### config.mk
export PLATFORM = sky130hd
export DESIGN_NAME = gyro_rate_calibrate_deadband_filter
export DESIGN_NICKNAME = d
export VERILOG_FILES = /design/src/rtl/grcdf_pkg.sv /design/src/rtl/gyro_rate_calibrate_deadband_filter.sv /design/src/rtl/grcdf_serial_mult.sv /design/src/rtl/grcdf_const_div.sv
export SDC_FILE = /design/constraint.sdc
export NUM_CORES = 1
export LEC_CHECK = 0
export BUFFER_PORTS_ARGS = -buffer_cell sky130_fd_sc_hd__buf_2
export CAP_MARGIN = 40
export CORE_ASPECT_RATIO = 0.75
export CORE_UTILIZATION = 50
export DETAILED_ROUTE_END_ITERATION = 7
export PLACE_DENSITY_LB_ADDON = 0.12
export SYNTH_ARGS = -nofsm -noshare
export SYNTH_HDL_FRONTEND = slang
export SYNTH_HIERARCHICAL = 1
export SYNTH_SLANG_ARGS = --single-unit
### constraint.sdc
create_clock -name clk -period 22.2 [get_ports clk]
set_input_delay 4.44 -clock clk [delete_from_list [all_inputs] [get_ports clk]]
set_output_delay 4.44 -clock clk [all_outputs]
set_load 0.1 [all_outputs]
### src/rtl/grcdf_pkg.sv
// ----------------------------------------------------------------------------
// Gyro rate calibration and filter package
// Shared widths, constants, register indexes and the controller state type.
// ----------------------------------------------------------------------------
package grcdf_pkg;

	localparam int RATE_W     = 20;
	localparam int RATE_MAX   = 512000;
	localparam int SUM_W      = 24;
	localparam int SUM_MAX    = 8388607;
	localparam int SUM_MIN    = -8388608;
	localparam int COUNT_W    = 7;
	localparam int SCALE_W    = 16;
	localparam int ALPHA_W    = 17;
	localparam int DEAD_W     = 16;
	localparam int CFG_W      = 17;
	localparam int CFG_IDX_W  = 2;
	localparam int ALPHA_ONE  = 65536;
	localparam int Q_FRAC     = 8;
	localparam int GAIN_FRAC  = 16;

	localparam int SCALE_RESET = 3996;
	localparam int ALPHA_RESET = 13107;
	localparam int DEAD_RESET  = 128;

	localparam int CAL_SAMPLES_DEF = 100;
	localparam int SAMPLE_BITS_DEF = 16;

	localparam int MCAND_W  = SUM_W;
	localparam int MPLIER_W = ALPHA_W;
	localparam int DIGIT_W  = 4;

	localparam logic OP_MEASURE   = 1'b0;
	localparam logic OP_CALIBRATE = 1'b1;

	typedef enum logic [CFG_IDX_W-1:0] {
		REG_RATE_SCALE     = 2'd0,
		REG_FILTER_ALPHA   = 2'd1,
		REG_DEADBAND_LIMIT = 2'd2
	} grcdf_reg_t;

	typedef enum logic [3:0] {
		ST_IDLE,
		ST_ACC,
		ST_MULR,
		ST_SCALE,
		ST_DEAD,
		ST_DIFF,
		ST_MULF,
		ST_FILT,
		ST_MULC,
		ST_PREP,
		ST_DIV,
		ST_OFS,
		ST_EMIT
	} grcdf_state_t;

endpackage

### src/rtl/gyro_rate_calibrate_deadband_filter.sv
// ----------------------------------------------------------------------------
// Gyro rate calibration, deadband and low-pass filter
// A measure item runs through two digit-serial multiplies to the result register.
// A calibration item only accumulates; the last of a run also multiplies and
// runs the serial divider. A new item is taken only in idle, after the last
// one has been emitted.
// Results wait in an output register while the next item is taken.
// Reset clears the filter, offset, calibration sum and count and loads the
// default register values.
// ----------------------------------------------------------------------------
module gyro_rate_calibrate_deadband_filter #(
	parameter int CAL_SAMPLES = grcdf_pkg::CAL_SAMPLES_DEF,
	parameter int SAMPLE_BITS = grcdf_pkg::SAMPLE_BITS_DEF
) (
	input  logic                                clk,
	input  logic                                arst_n,
	input  logic                                cfg_write,
	input  logic [grcdf_pkg::CFG_IDX_W-1:0]     cfg_index,
	input  logic [grcdf_pkg::CFG_W-1:0]         cfg_data,
	input  logic                                sample_valid,
	output logic                                sample_stall,
	input  logic                                opcode,
	input  logic signed [SAMPLE_BITS-1:0]       raw_rate,
	output logic                                result_valid,
	input  logic                                result_stall,
	output logic signed [grcdf_pkg::RATE_W-1:0] filtered_rate,
	output logic                                offset_valid
);

	localparam int RATE_W   = grcdf_pkg::RATE_W;
	localparam int SUM_W    = grcdf_pkg::SUM_W;
	localparam int COUNT_W  = grcdf_pkg::COUNT_W;
	localparam int MCAND_W  = grcdf_pkg::MCAND_W;
	localparam int MPLIER_W = grcdf_pkg::MPLIER_W;
	localparam int PROD_W   = MCAND_W + MPLIER_W;
	localparam int WIDE_W   = PROD_W + 1;
	localparam int DIV_W    = PROD_W - grcdf_pkg::Q_FRAC;
	localparam int OFS_BIAS = CAL_SAMPLES * (1 << grcdf_pkg::Q_FRAC);

	localparam logic signed [WIDE_W-1:0] WIDE_MAX = WIDE_W'(grcdf_pkg::RATE_MAX);
	localparam logic signed [WIDE_W-1:0] WIDE_MIN = -WIDE_MAX;
	localparam logic signed [WIDE_W-1:0] Q8_HALF  = WIDE_W'(1 << (grcdf_pkg::Q_FRAC - 1));
	localparam logic signed [WIDE_W-1:0] G_HALF   = WIDE_W'(1 << (grcdf_pkg::GAIN_FRAC - 1));
	localparam logic signed [WIDE_W-1:0] BIAS_W   = WIDE_W'(OFS_BIAS);
	localparam logic signed [WIDE_W-1:0] CEIL_ADJ = WIDE_W'(CAL_SAMPLES - 1);
	localparam logic signed [RATE_W:0]   DIFF_MAX = (RATE_W + 1)'(grcdf_pkg::RATE_MAX);
	localparam logic signed [RATE_W:0]   DIFF_MIN = -DIFF_MAX;
	localparam logic signed [RATE_W-1:0] R_MAX    = RATE_W'(grcdf_pkg::RATE_MAX);
	localparam logic signed [SUM_W:0]    S_MAX    = (SUM_W + 1)'(grcdf_pkg::SUM_MAX);
	localparam logic signed [SUM_W:0]    S_MIN    = (SUM_W + 1)'(grcdf_pkg::SUM_MIN);
	localparam logic [DIV_W-1:0]         Q_MAX    = DIV_W'(grcdf_pkg::RATE_MAX);
	localparam logic [MPLIER_W-1:0]      A_ONE    = MPLIER_W'(grcdf_pkg::ALPHA_ONE);

	grcdf_pkg::grcdf_state_t state_q, state_d;

	logic [grcdf_pkg::SCALE_W-1:0] scale_q;
	logic [grcdf_pkg::ALPHA_W-1:0] alpha_q;
	logic [grcdf_pkg::DEAD_W-1:0]  dead_q;

	logic signed [RATE_W-1:0]      filt_q;
	logic signed [RATE_W-1:0]      offset_q;
	logic signed [SUM_W-1:0]       cal_sum_q;
	logic        [COUNT_W-1:0]     cal_count_q;
	logic                          offset_done_q;

	logic signed [SAMPLE_BITS-1:0] raw_q;
	logic signed [RATE_W-1:0]      scaled_q;
	logic signed [RATE_W-1:0]      v_q;
	logic                          neg_q;
	logic                          result_valid_q;
	logic signed [RATE_W-1:0]      result_rate_q;
	logic                          result_flag_q;

	logic                          out_free;
	logic                          load_result;
	logic                          mult_start;
	logic signed [MCAND_W-1:0]     mult_mcand;
	logic        [MPLIER_W-1:0]    mult_mplier;
	logic signed [PROD_W-1:0]      mult_prod;
	logic                          mult_done;
	logic                          div_start;
	logic        [DIV_W-1:0]       div_quot;
	logic                          div_done;

	logic signed [SUM_W:0]         sum_ext;
	logic signed [SUM_W-1:0]       sum_sat;
	logic        [COUNT_W-1:0]     count_next;
	logic                          cal_complete;
	logic        [MPLIER_W-1:0]    alpha_eff;

	logic signed [WIDE_W-1:0]      prod_ext;
	logic signed [WIDE_W-1:0]      sc_shift;
	logic signed [RATE_W-1:0]      sc_sat;
	logic signed [RATE_W:0]        diff;
	logic signed [RATE_W-1:0]      v_sat;
	logic signed [RATE_W:0]        v_mag;
	logic signed [RATE_W:0]        d_filt;
	logic signed [WIDE_W-1:0]      f_shift;
	logic signed [RATE_W-1:0]      f_sat;
	logic signed [WIDE_W-1:0]      ofs_m;
	logic signed [WIDE_W-1:0]      ofs_t;
	logic signed [WIDE_W-1:0]      ofs_u;
	logic signed [RATE_W-1:0]      ofs_res;

	// Calibration accumulate with saturation to the sum range.
	assign sum_ext      = (SUM_W + 1)'(cal_sum_q) + (SUM_W + 1)'(raw_q);
	assign sum_sat      = (sum_ext > S_MAX) ? S_MAX[SUM_W-1:0] :
	                      (sum_ext < S_MIN) ? S_MIN[SUM_W-1:0] : sum_ext[SUM_W-1:0];
	assign count_next   = cal_count_q + COUNT_W'(1);
	assign cal_complete = count_next >= COUNT_W'(CAL_SAMPLES);
	assign alpha_eff    = (alpha_q > A_ONE) ? A_ONE : alpha_q;

	// Scale to Q.8 with round to nearest.
	assign prod_ext = WIDE_W'(mult_prod);
	assign sc_shift = (prod_ext + Q8_HALF) >>> grcdf_pkg::Q_FRAC;
	assign sc_sat   = (sc_shift > WIDE_MAX) ? R_MAX :
	                  (sc_shift < WIDE_MIN) ? -R_MAX : sc_shift[RATE_W-1:0];

	// Offset removal and deadband.
	assign diff  = (RATE_W + 1)'(scaled_q) - (RATE_W + 1)'(offset_q);
	assign v_sat = (diff > DIFF_MAX) ? R_MAX :
	               (diff < DIFF_MIN) ? -R_MAX : diff[RATE_W-1:0];
	assign v_mag = v_sat[RATE_W-1] ? -((RATE_W + 1)'(v_sat)) : (RATE_W + 1)'(v_sat);

	// The filter update is filtered + (value - filtered) * alpha.
	assign d_filt  = (RATE_W + 1)'(v_q) - (RATE_W + 1)'(filt_q);
	assign f_shift = ((WIDE_W'(filt_q) <<< grcdf_pkg::GAIN_FRAC) + prod_ext + G_HALF)
	                 >>> grcdf_pkg::GAIN_FRAC;
	assign f_sat   = (f_shift > WIDE_MAX) ? R_MAX :
	                 (f_shift < WIDE_MIN) ? -R_MAX : f_shift[RATE_W-1:0];

	// The rounded mean is floor(floor((2n + D) / 512) / CAL_SAMPLES).
	assign ofs_m = (prod_ext <<< 1) + BIAS_W;
	assign ofs_t = ofs_m >>> (grcdf_pkg::Q_FRAC + 1);
	assign ofs_u = ofs_t[WIDE_W-1] ? (CEIL_ADJ - ofs_t) : ofs_t;

	assign ofs_res = (div_quot > Q_MAX) ? (neg_q ? -R_MAX : R_MAX) :
	                 (neg_q ? -(div_quot[RATE_W-1:0]) : div_quot[RATE_W-1:0]);

	assign out_free = !result_valid_q || !result_stall;

	always_comb begin
		state_d = state_q;
		unique case (state_q)
			grcdf_pkg::ST_IDLE: begin
				if (sample_valid) begin
					state_d = (opcode == grcdf_pkg::OP_CALIBRATE) ? grcdf_pkg::ST_ACC :
					          grcdf_pkg::ST_MULR;
				end
			end
			grcdf_pkg::ST_ACC: begin
				state_d = cal_complete ? grcdf_pkg::ST_MULC : grcdf_pkg::ST_EMIT;
			end
			grcdf_pkg::ST_MULR: begin
				if (mult_done) begin
					state_d = grcdf_pkg::ST_SCALE;
				end
			end
			grcdf_pkg::ST_SCALE: state_d = grcdf_pkg::ST_DEAD;
			grcdf_pkg::ST_DEAD:  state_d = grcdf_pkg::ST_DIFF;
			grcdf_pkg::ST_DIFF:  state_d = grcdf_pkg::ST_MULF;
			grcdf_pkg::ST_MULF: begin
				if (mult_done) begin
					state_d = grcdf_pkg::ST_FILT;
				end
			end
			grcdf_pkg::ST_FILT: state_d = grcdf_pkg::ST_EMIT;
			grcdf_pkg::ST_MULC: begin
				if (mult_done) begin
					state_d = grcdf_pkg::ST_PREP;
				end
			end
			grcdf_pkg::ST_PREP: state_d = grcdf_pkg::ST_DIV;
			grcdf_pkg::ST_DIV: begin
				if (div_done) begin
					state_d = grcdf_pkg::ST_OFS;
				end
			end
			grcdf_pkg::ST_OFS: state_d = grcdf_pkg::ST_EMIT;
			grcdf_pkg::ST_EMIT: begin
				if (out_free) begin
					state_d = grcdf_pkg::ST_IDLE;
				end
			end
			default: state_d = grcdf_pkg::ST_IDLE;
		endcase
	end

	always_comb begin
		sample_stall = 1'b1;
		mult_start   = 1'b0;
		mult_mcand   = MCAND_W'(raw_rate);
		mult_mplier  = MPLIER_W'(scale_q);
		div_start    = 1'b0;
		load_result  = 1'b0;
		unique case (state_q)
			grcdf_pkg::ST_IDLE: begin
				sample_stall = 1'b0;
				mult_start   = sample_valid && (opcode == grcdf_pkg::OP_MEASURE);
			end
			grcdf_pkg::ST_ACC: begin
				mult_start = cal_complete;
				mult_mcand = sum_sat;
			end
			grcdf_pkg::ST_DIFF: begin
				mult_start  = 1'b1;
				mult_mcand  = MCAND_W'(d_filt);
				mult_mplier = alpha_eff;
			end
			grcdf_pkg::ST_PREP: begin
				div_start = 1'b1;
			end
			grcdf_pkg::ST_EMIT: begin
				load_result = out_free;
			end
			default: begin
				sample_stall = 1'b1;
			end
		endcase
	end

	always_ff @(posedge clk or negedge arst_n) begin
		if (!arst_n) begin
			state_q        <= grcdf_pkg::ST_IDLE;
			scale_q        <= grcdf_pkg::SCALE_W'(grcdf_pkg::SCALE_RESET);
			alpha_q        <= grcdf_pkg::ALPHA_W'(grcdf_pkg::ALPHA_RESET);
			dead_q         <= grcdf_pkg::DEAD_W'(grcdf_pkg::DEAD_RESET);
			filt_q         <= '0;
			offset_q       <= '0;
			cal_sum_q      <= '0;
			cal_count_q    <= '0;
			offset_done_q  <= 1'b0;
			result_valid_q <= 1'b0;
		end else begin
			state_q <= state_d;
			if (cfg_write) begin
				unique case (cfg_index)
					grcdf_pkg::REG_RATE_SCALE:     scale_q <= cfg_data[grcdf_pkg::SCALE_W-1:0];
					grcdf_pkg::REG_FILTER_ALPHA:   alpha_q <= cfg_data[grcdf_pkg::ALPHA_W-1:0];
					grcdf_pkg::REG_DEADBAND_LIMIT: dead_q  <= cfg_data[grcdf_pkg::DEAD_W-1:0];
					default: begin
					end
				endcase
			end
			if (state_q == grcdf_pkg::ST_ACC) begin
				if (cal_complete) begin
					cal_sum_q   <= '0;
					cal_count_q <= '0;
				end else begin
					cal_sum_q   <= sum_sat;
					cal_count_q <= count_next;
				end
			end
			if (state_q == grcdf_pkg::ST_FILT) begin
				filt_q <= f_sat;
			end
			if (state_q == grcdf_pkg::ST_OFS) begin
				offset_q      <= ofs_res;
				offset_done_q <= 1'b1;
			end
			if (load_result) begin
				result_valid_q <= 1'b1;
			end else if (!result_stall) begin
				result_valid_q <= 1'b0;
			end
		end
	end

	always_ff @(posedge clk) begin
		if (state_q == grcdf_pkg::ST_IDLE) begin
			raw_q <= raw_rate;
		end
		if (state_q == grcdf_pkg::ST_SCALE) begin
			scaled_q <= sc_sat;
		end
		if (state_q == grcdf_pkg::ST_DEAD) begin
			v_q <= (v_mag < (RATE_W + 1)'(dead_q)) ? '0 : v_sat;
		end
		if (state_q == grcdf_pkg::ST_PREP) begin
			neg_q <= ofs_t[WIDE_W-1];
		end
		if (load_result) begin
			result_rate_q <= filt_q;
			result_flag_q <= offset_done_q;
		end
	end

	grcdf_serial_mult #(
		.MCAND_W  (MCAND_W),
		.MPLIER_W (MPLIER_W),
		.DIGIT_W  (grcdf_pkg::DIGIT_W)
	) u_mult (
		.clk     (clk),
		.arst_n  (arst_n),
		.start   (mult_start),
		.mcand   (mult_mcand),
		.mplier  (mult_mplier),
		.product (mult_prod),
		.done    (mult_done)
	);

	grcdf_const_div #(
		.NUM_W   (DIV_W),
		.DIVISOR (CAL_SAMPLES)
	) u_div (
		.clk      (clk),
		.arst_n   (arst_n),
		.start    (div_start),
		.dividend (ofs_u[DIV_W-1:0]),
		.quotient (div_quot),
		.done     (div_done)
	);

	assign result_valid  = result_valid_q;
	assign filtered_rate = result_rate_q;
	assign offset_valid  = result_flag_q;

	// A multiply finishes only while the controller waits for it.
	a_mult_done_waited: assert property (@(posedge clk) disable iff (!arst_n)
		mult_done |-> (state_q == grcdf_pkg::ST_MULR || state_q == grcdf_pkg::ST_MULF ||
		               state_q == grcdf_pkg::ST_MULC))
		else $error("multiplier finished outside a wait state");

	a_div_done_waited: assert property (@(posedge clk) disable iff (!arst_n)
		div_done |-> state_q == grcdf_pkg::ST_DIV)
		else $error("divider finished outside its wait state");

	a_offset_sticky: assert property (@(posedge clk) disable iff (!arst_n)
		offset_done_q |=> offset_done_q)
		else $error("offset valid flag cleared");

	a_count_bound: assert property (@(posedge clk) disable iff (!arst_n)
		cal_count_q < COUNT_W'(CAL_SAMPLES))
		else $error("calibration count reached the run length");

endmodule

### src/rtl/grcdf_serial_mult.sv
// ----------------------------------------------------------------------------
// Digit-serial multiplier
// Signed multiplicand times unsigned multiplier, one multiplier digit per cycle.
// ----------------------------------------------------------------------------
module grcdf_serial_mult #(
	parameter int MCAND_W  = grcdf_pkg::MCAND_W,
	parameter int MPLIER_W = grcdf_pkg::MPLIER_W,
	parameter int DIGIT_W  = grcdf_pkg::DIGIT_W
) (
	input  logic                                clk,
	input  logic                                arst_n,
	input  logic                                start,
	input  logic signed [MCAND_W-1:0]           mcand,
	input  logic        [MPLIER_W-1:0]          mplier,
	output logic signed [MCAND_W+MPLIER_W-1:0]  product,
	output logic                                done
);

	localparam int PROD_W = MCAND_W + MPLIER_W;
	localparam int NDIG   = (MPLIER_W + DIGIT_W - 1) / DIGIT_W;
	localparam int PAD_W  = NDIG * DIGIT_W;
	localparam int CNT_W  = $clog2(NDIG + 1);

	logic signed [PROD_W-1:0] acc_q;
	logic signed [PROD_W-1:0] mcand_q;
	logic        [PAD_W-1:0]  mplier_q;
	logic        [CNT_W-1:0]  cnt_q;
	logic                     busy_q;
	logic                     done_q;
	logic signed [PROD_W-1:0] pp;

	assign pp = mcand_q * $signed({1'b0, mplier_q[DIGIT_W-1:0]});

	always_ff @(posedge clk or negedge arst_n) begin
		if (!arst_n) begin
			busy_q <= 1'b0;
			done_q <= 1'b0;
			cnt_q  <= '0;
		end else begin
			done_q <= 1'b0;
			if (start) begin
				busy_q <= 1'b1;
				cnt_q  <= CNT_W'(NDIG);
			end else if (busy_q) begin
				cnt_q <= cnt_q - CNT_W'(1);
				if (cnt_q == CNT_W'(1)) begin
					busy_q <= 1'b0;
					done_q <= 1'b1;
				end
			end
		end
	end

	always_ff @(posedge clk) begin
		if (start) begin
			acc_q    <= '0;
			mcand_q  <= PROD_W'(mcand);
			mplier_q <= PAD_W'(mplier);
		end else if (busy_q) begin
			acc_q    <= acc_q + pp;
			mcand_q  <= mcand_q <<< DIGIT_W;
			mplier_q <= mplier_q >> DIGIT_W;
		end
	end

	assign product = acc_q;
	assign done    = done_q;

endmodule

### src/rtl/grcdf_const_div.sv
// ----------------------------------------------------------------------------
// Bit-serial divider by a constant
// Restoring division of an unsigned value, one quotient bit per cycle.
// ----------------------------------------------------------------------------
module grcdf_const_div #(
	parameter int NUM_W   = 33,
	parameter int DIVISOR = grcdf_pkg::CAL_SAMPLES_DEF
) (
	input  logic             clk,
	input  logic             arst_n,
	input  logic             start,
	input  logic [NUM_W-1:0] dividend,
	output logic [NUM_W-1:0] quotient,
	output logic             done
);

	localparam int DV_W  = $clog2(DIVISOR + 1);
	localparam int CNT_W = $clog2(NUM_W + 1);
	localparam logic [DV_W:0] DIV_V = (DV_W + 1)'(DIVISOR);

	logic [NUM_W-1:0] num_q;
	logic [DV_W-1:0]  rem_q;
	logic [CNT_W-1:0] cnt_q;
	logic             busy_q;
	logic             done_q;
	logic [DV_W:0]    trial;
	logic [DV_W:0]    trial_sub;
	logic             ge;

	assign trial     = {rem_q, num_q[NUM_W-1]};
	assign ge        = trial >= DIV_V;
	assign trial_sub = trial - DIV_V;

	always_ff @(posedge clk or negedge arst_n) begin
		if (!arst_n) begin
			busy_q <= 1'b0;
			done_q <= 1'b0;
			cnt_q  <= '0;
		end else begin
			done_q <= 1'b0;
			if (start) begin
				busy_q <= 1'b1;
				cnt_q  <= CNT_W'(NUM_W);
			end else if (busy_q) begin
				cnt_q <= cnt_q - CNT_W'(1);
				if (cnt_q == CNT_W'(1)) begin
					busy_q <= 1'b0;
					done_q <= 1'b1;
				end
			end
		end
	end

	always_ff @(posedge clk) begin
		if (start) begin
			num_q <= dividend;
			rem_q <= '0;
		end else if (busy_q) begin
			num_q <= {num_q[NUM_W-2:0], ge};
			rem_q <= ge ? trial_sub[DV_W-1:0] : trial[DV_W-1:0];
		end
	end

	assign quotient = num_q;
	assign done     = done_q;

endmodule

==> run metrics <==
status=finished clean; all-layer global routing usage=around 28%; ys flop type=edfxtp_1; drt initial violations=2,438; clock power share=47.9%; Static Leak=approximately 14 nW; Max Fclk=roughly 120 MHz; area of the die=59,500 um^2; Syn Area/Cell=approximately 9 um^2; gr ovfl total=0; crit path capture=v_q[14]; final hold viol count=0; Reg2Reg Setup Slack=13.65 ns; PwrDens=between 40 and 50 nW/um^2; detailed-route DRC error count=0; TritonCTS clock tree=done; Pins Over Slew Limit=0; total power=1.48 mW; min cycle time layout=approximately 8.5 ns; drt first pass iters=6; r2r startpoint=offset_q[0]; internal power=1.15 mW; Crit Reg-Reg Endpoint=v_q[14]; GPL Wtd Cong=slightly below 0.9; Die Span Y=around 210 um; kind of critical path=reg -> reg; Slew HR=29.0%; Netlist cell types=100; clock latency on the worst-skew pair=0.58 ns; vias in the first global route=23,100; Post-Syn Instances=3,193; sw frac=around 22%; # setup viols final=0; hold buffers post-CTS=0; clock skew=0.0253 ns; Worst-Margin Slew=1.04 ns; I/O Buffers=63; Yosys reg bits=around 360; # Post-CTS Setup Buffers=0; CTS root buffer=clkbuf_16; setup TNS=0 ns; syn nets=3,547; Filler cells=5,224; crit-path max FO=19; Setup crit start kind=flop; Crit. End Element=flop; Max clock buf depth=3; Max Cap Viol=0; largest net degree at the start of global routing=just over 80; FP Rows=76; Crit. Startpoint=offset_q[0]; Vias=between 20,000 and 25,000; peak per-stage delay on the critical path=0.69 ns; Synth-to-Final Area Change=8.58%; Inst Count DP=3,933; # clock sinks=between 300 and 400; share of cells above drive strength 1=a little over a tenth; sw power=0.324 mW; Synth Cell Area=29,300 um^2; initial antenna violation count=2; Final Instance Count excl. Fillers=approximately 4,000; hpwl dp=64,000 um; synth warn=6; CTS Buf Count=41; clk slew on worst S/H paths=0.06 ns; H-tree levels=2; hold path depth=0; Resized Gates After CTS=0; final period utilization=38.5%; Post-synth ARST share=39.0%; R2R depth=27; Die X=281 um; diode count=0; sequential share of power=between 40% and 50%; unrepaired setup endpoints after global routing=no; Post-DRT Antenna Nets=0; combinational power share=3.4%; Routed WL per cell=between 20 and 25 um; I/O Pins=64; Seq/Total Area, Yosys=between 30% and 40%; first-pass GRT wire length=~130,000 um; number of synthesized flops with an enable pin=about 170; WP data required=22.48 ns; initial core utilization=50.8%; min-delay worst type=reg -> reg; CORE AREA=57,600 um^2; worst vdd ir=0.0000625 V; Via density=5.86; Nets=3,550; Hold Slack=0.451 ns; Slowest-stage cell, CP=a311oi_1; CP Data Arrival Time=slightly below 9 ns; Routed WL=between 80,000 and 90,000 um
[logic make-up (layout without fill, tap and decap cells)]
logic type	count (synthesis)	after routing	synth area share, %
AND/OR/NAND/NOR	967	967	16.4
flip-flops	356	356	32.6
AO/OA/AOI/OAI	719	719	16.6
XOR/XNOR	224	224	6.70
buffers and inverters	474	510	6.14
multiplexers	140	140	5.28
adder cells (fa/ha/maj)	313	313	16.4
[synthesized netlist by cell type (48+ instances only)]
cell	number	area share [%]
nor3_1	52	0.89
ha_1	196	8.4
dfrtp_1	122	10
nand3_1	68	1.2
nor2_1	212	2.7
fa_1	117	8.0
dfxtp_1	48	3.3
nand2_1	282	3.6
and2_1	122	2.6
xor2_1	81	2.4
a21o_1	66	1.7
a21oi_1	151	2.6
clkbuf_1	122	1.6
xnor2_1	143	4.3
o21ai_0	166	2.8
edfxtp_1	169	17
inv_1	337	4.3
mux2_2	116	4.5
[power by group through the flow]
stage	sequential (mW)	clock [mW]	combinational (mW)
5_1_grt	0.720	0.754	0.0565
4_1_cts	0.718	0.727	0.0515
2_1_floorplan	0.727	0	0.0315
3_3_place_gp	0.730	0	0.0492
6_report	0.718	0.708	0.0506
3_5_place_dp	0.731	0	0.0511
[layout make-up]
cell class	count	area [um^2]	share of cell area, %
tap	780	976	3.07
sequential	356	9540	30.0
clock inverter	17	166	0.523
multi-input combinational	2363	18000	56.6
timing repair buffer	96	623	1.96
inverter	338	1270	3.99
clock buffer	59	1230	3.86
[metrics by stage]
| step | cell area [um^2] | setup slack [ns] | util, % |
|---|---|---|---|
| 2_1_floorplan | 29300 | 14.83 | - |
| 3_3_place_gp | 30300 | 13.84 | 52.5 |
| 3_5_place_dp | 30400 | 13.86 | 52.8 |
| 4_1_cts | 31800 | 13.82 | 55.2 |
| 5_1_grt | 31800 | 12.89 | 55.2 |
| 6_report | 31800 | 13.65 | 55.2 |
[registers in the layout, summed over array words and instances, names as in the netlist, 17 cells and up]
signal and count:
offset_q 20, filt_q 20, u_mult/product 41, v_q 20, u_div/quotient 33, alpha_q 17
scaled_q 20, u_mult/mplier_q 17, cal_sum_q 24, u_mult/mcand_q 41, filtered_rate 20
[worst max-delay path, delay by kind of cell, from the launching register on]
| kind | cells | cell delay, ns |
|---|---|---|
| flops | 1 | 0.38 |
| compound gates | 13 | 3.66 |
| fa+ha+maj | 4 | 1.38 |
| simple gates | 10 | 2.84 |
[cells in the final DEF, fill, tap and decap left out, types with 39 or more instances in the layout]
cell | netlist | routed
inv_1 | 337 | 336
nand2_1 | 282 | 282
nor2_1 | 212 | 210
ha_1 | 196 | 196
edfxtp_1 | 169 | 169
o21ai_0 | 166 | 164
a21oi_1 | 151 | 151
xnor2_1 | 143 | 142
and2_1 | 122 | 122
dfrtp_1 | 122 | 122
fa_1 | 117 | 117
mux2_2 | 116 | 116
xor2_1 | 81 | 81
nand3_1 | 68 | 68
a21o_1 | 66 | 66
buf_2 | 5 | 64
nor3_1 | 52 | 50
dfxtp_1 | 48 | 48
clkbuf_16 | 0 | 43
nand2b_1 | 39 | 39
[how the worst min path moves through the flow]
| stage | endpoint | from | slack (ns) |
|---|---|---|---|
| 4_1_cts | offset_valid | offset_done_q | 0.45 |
| 2_1_floorplan | offset_valid | offset_done_q | 0.42 |
| 3_3_place_gp | offset_valid | offset_done_q | 0.43 |
| 5_1_grt | offset_valid | offset_done_q | 0.46 |
| 6_report | offset_valid | offset_done_q | 0.45 |
| 3_5_place_dp | offset_valid | offset_done_q | 0.43 |
[routing by layer]
| layer | vias up | track usage (%) | wire length, um |
|---|---|---|---|
| met2 | 672 | 41.9 | 35100 |
| met3 | 86 | 6.26 | 6420 |
| met4 | 2 | 5.23 | 1250 |
| li1 | 11200 | - | - |
| met1 | 11500 | 42.8 | 40000 |
| met5 | - | 0 | 13 |
(Power assumes the default switching activity.)
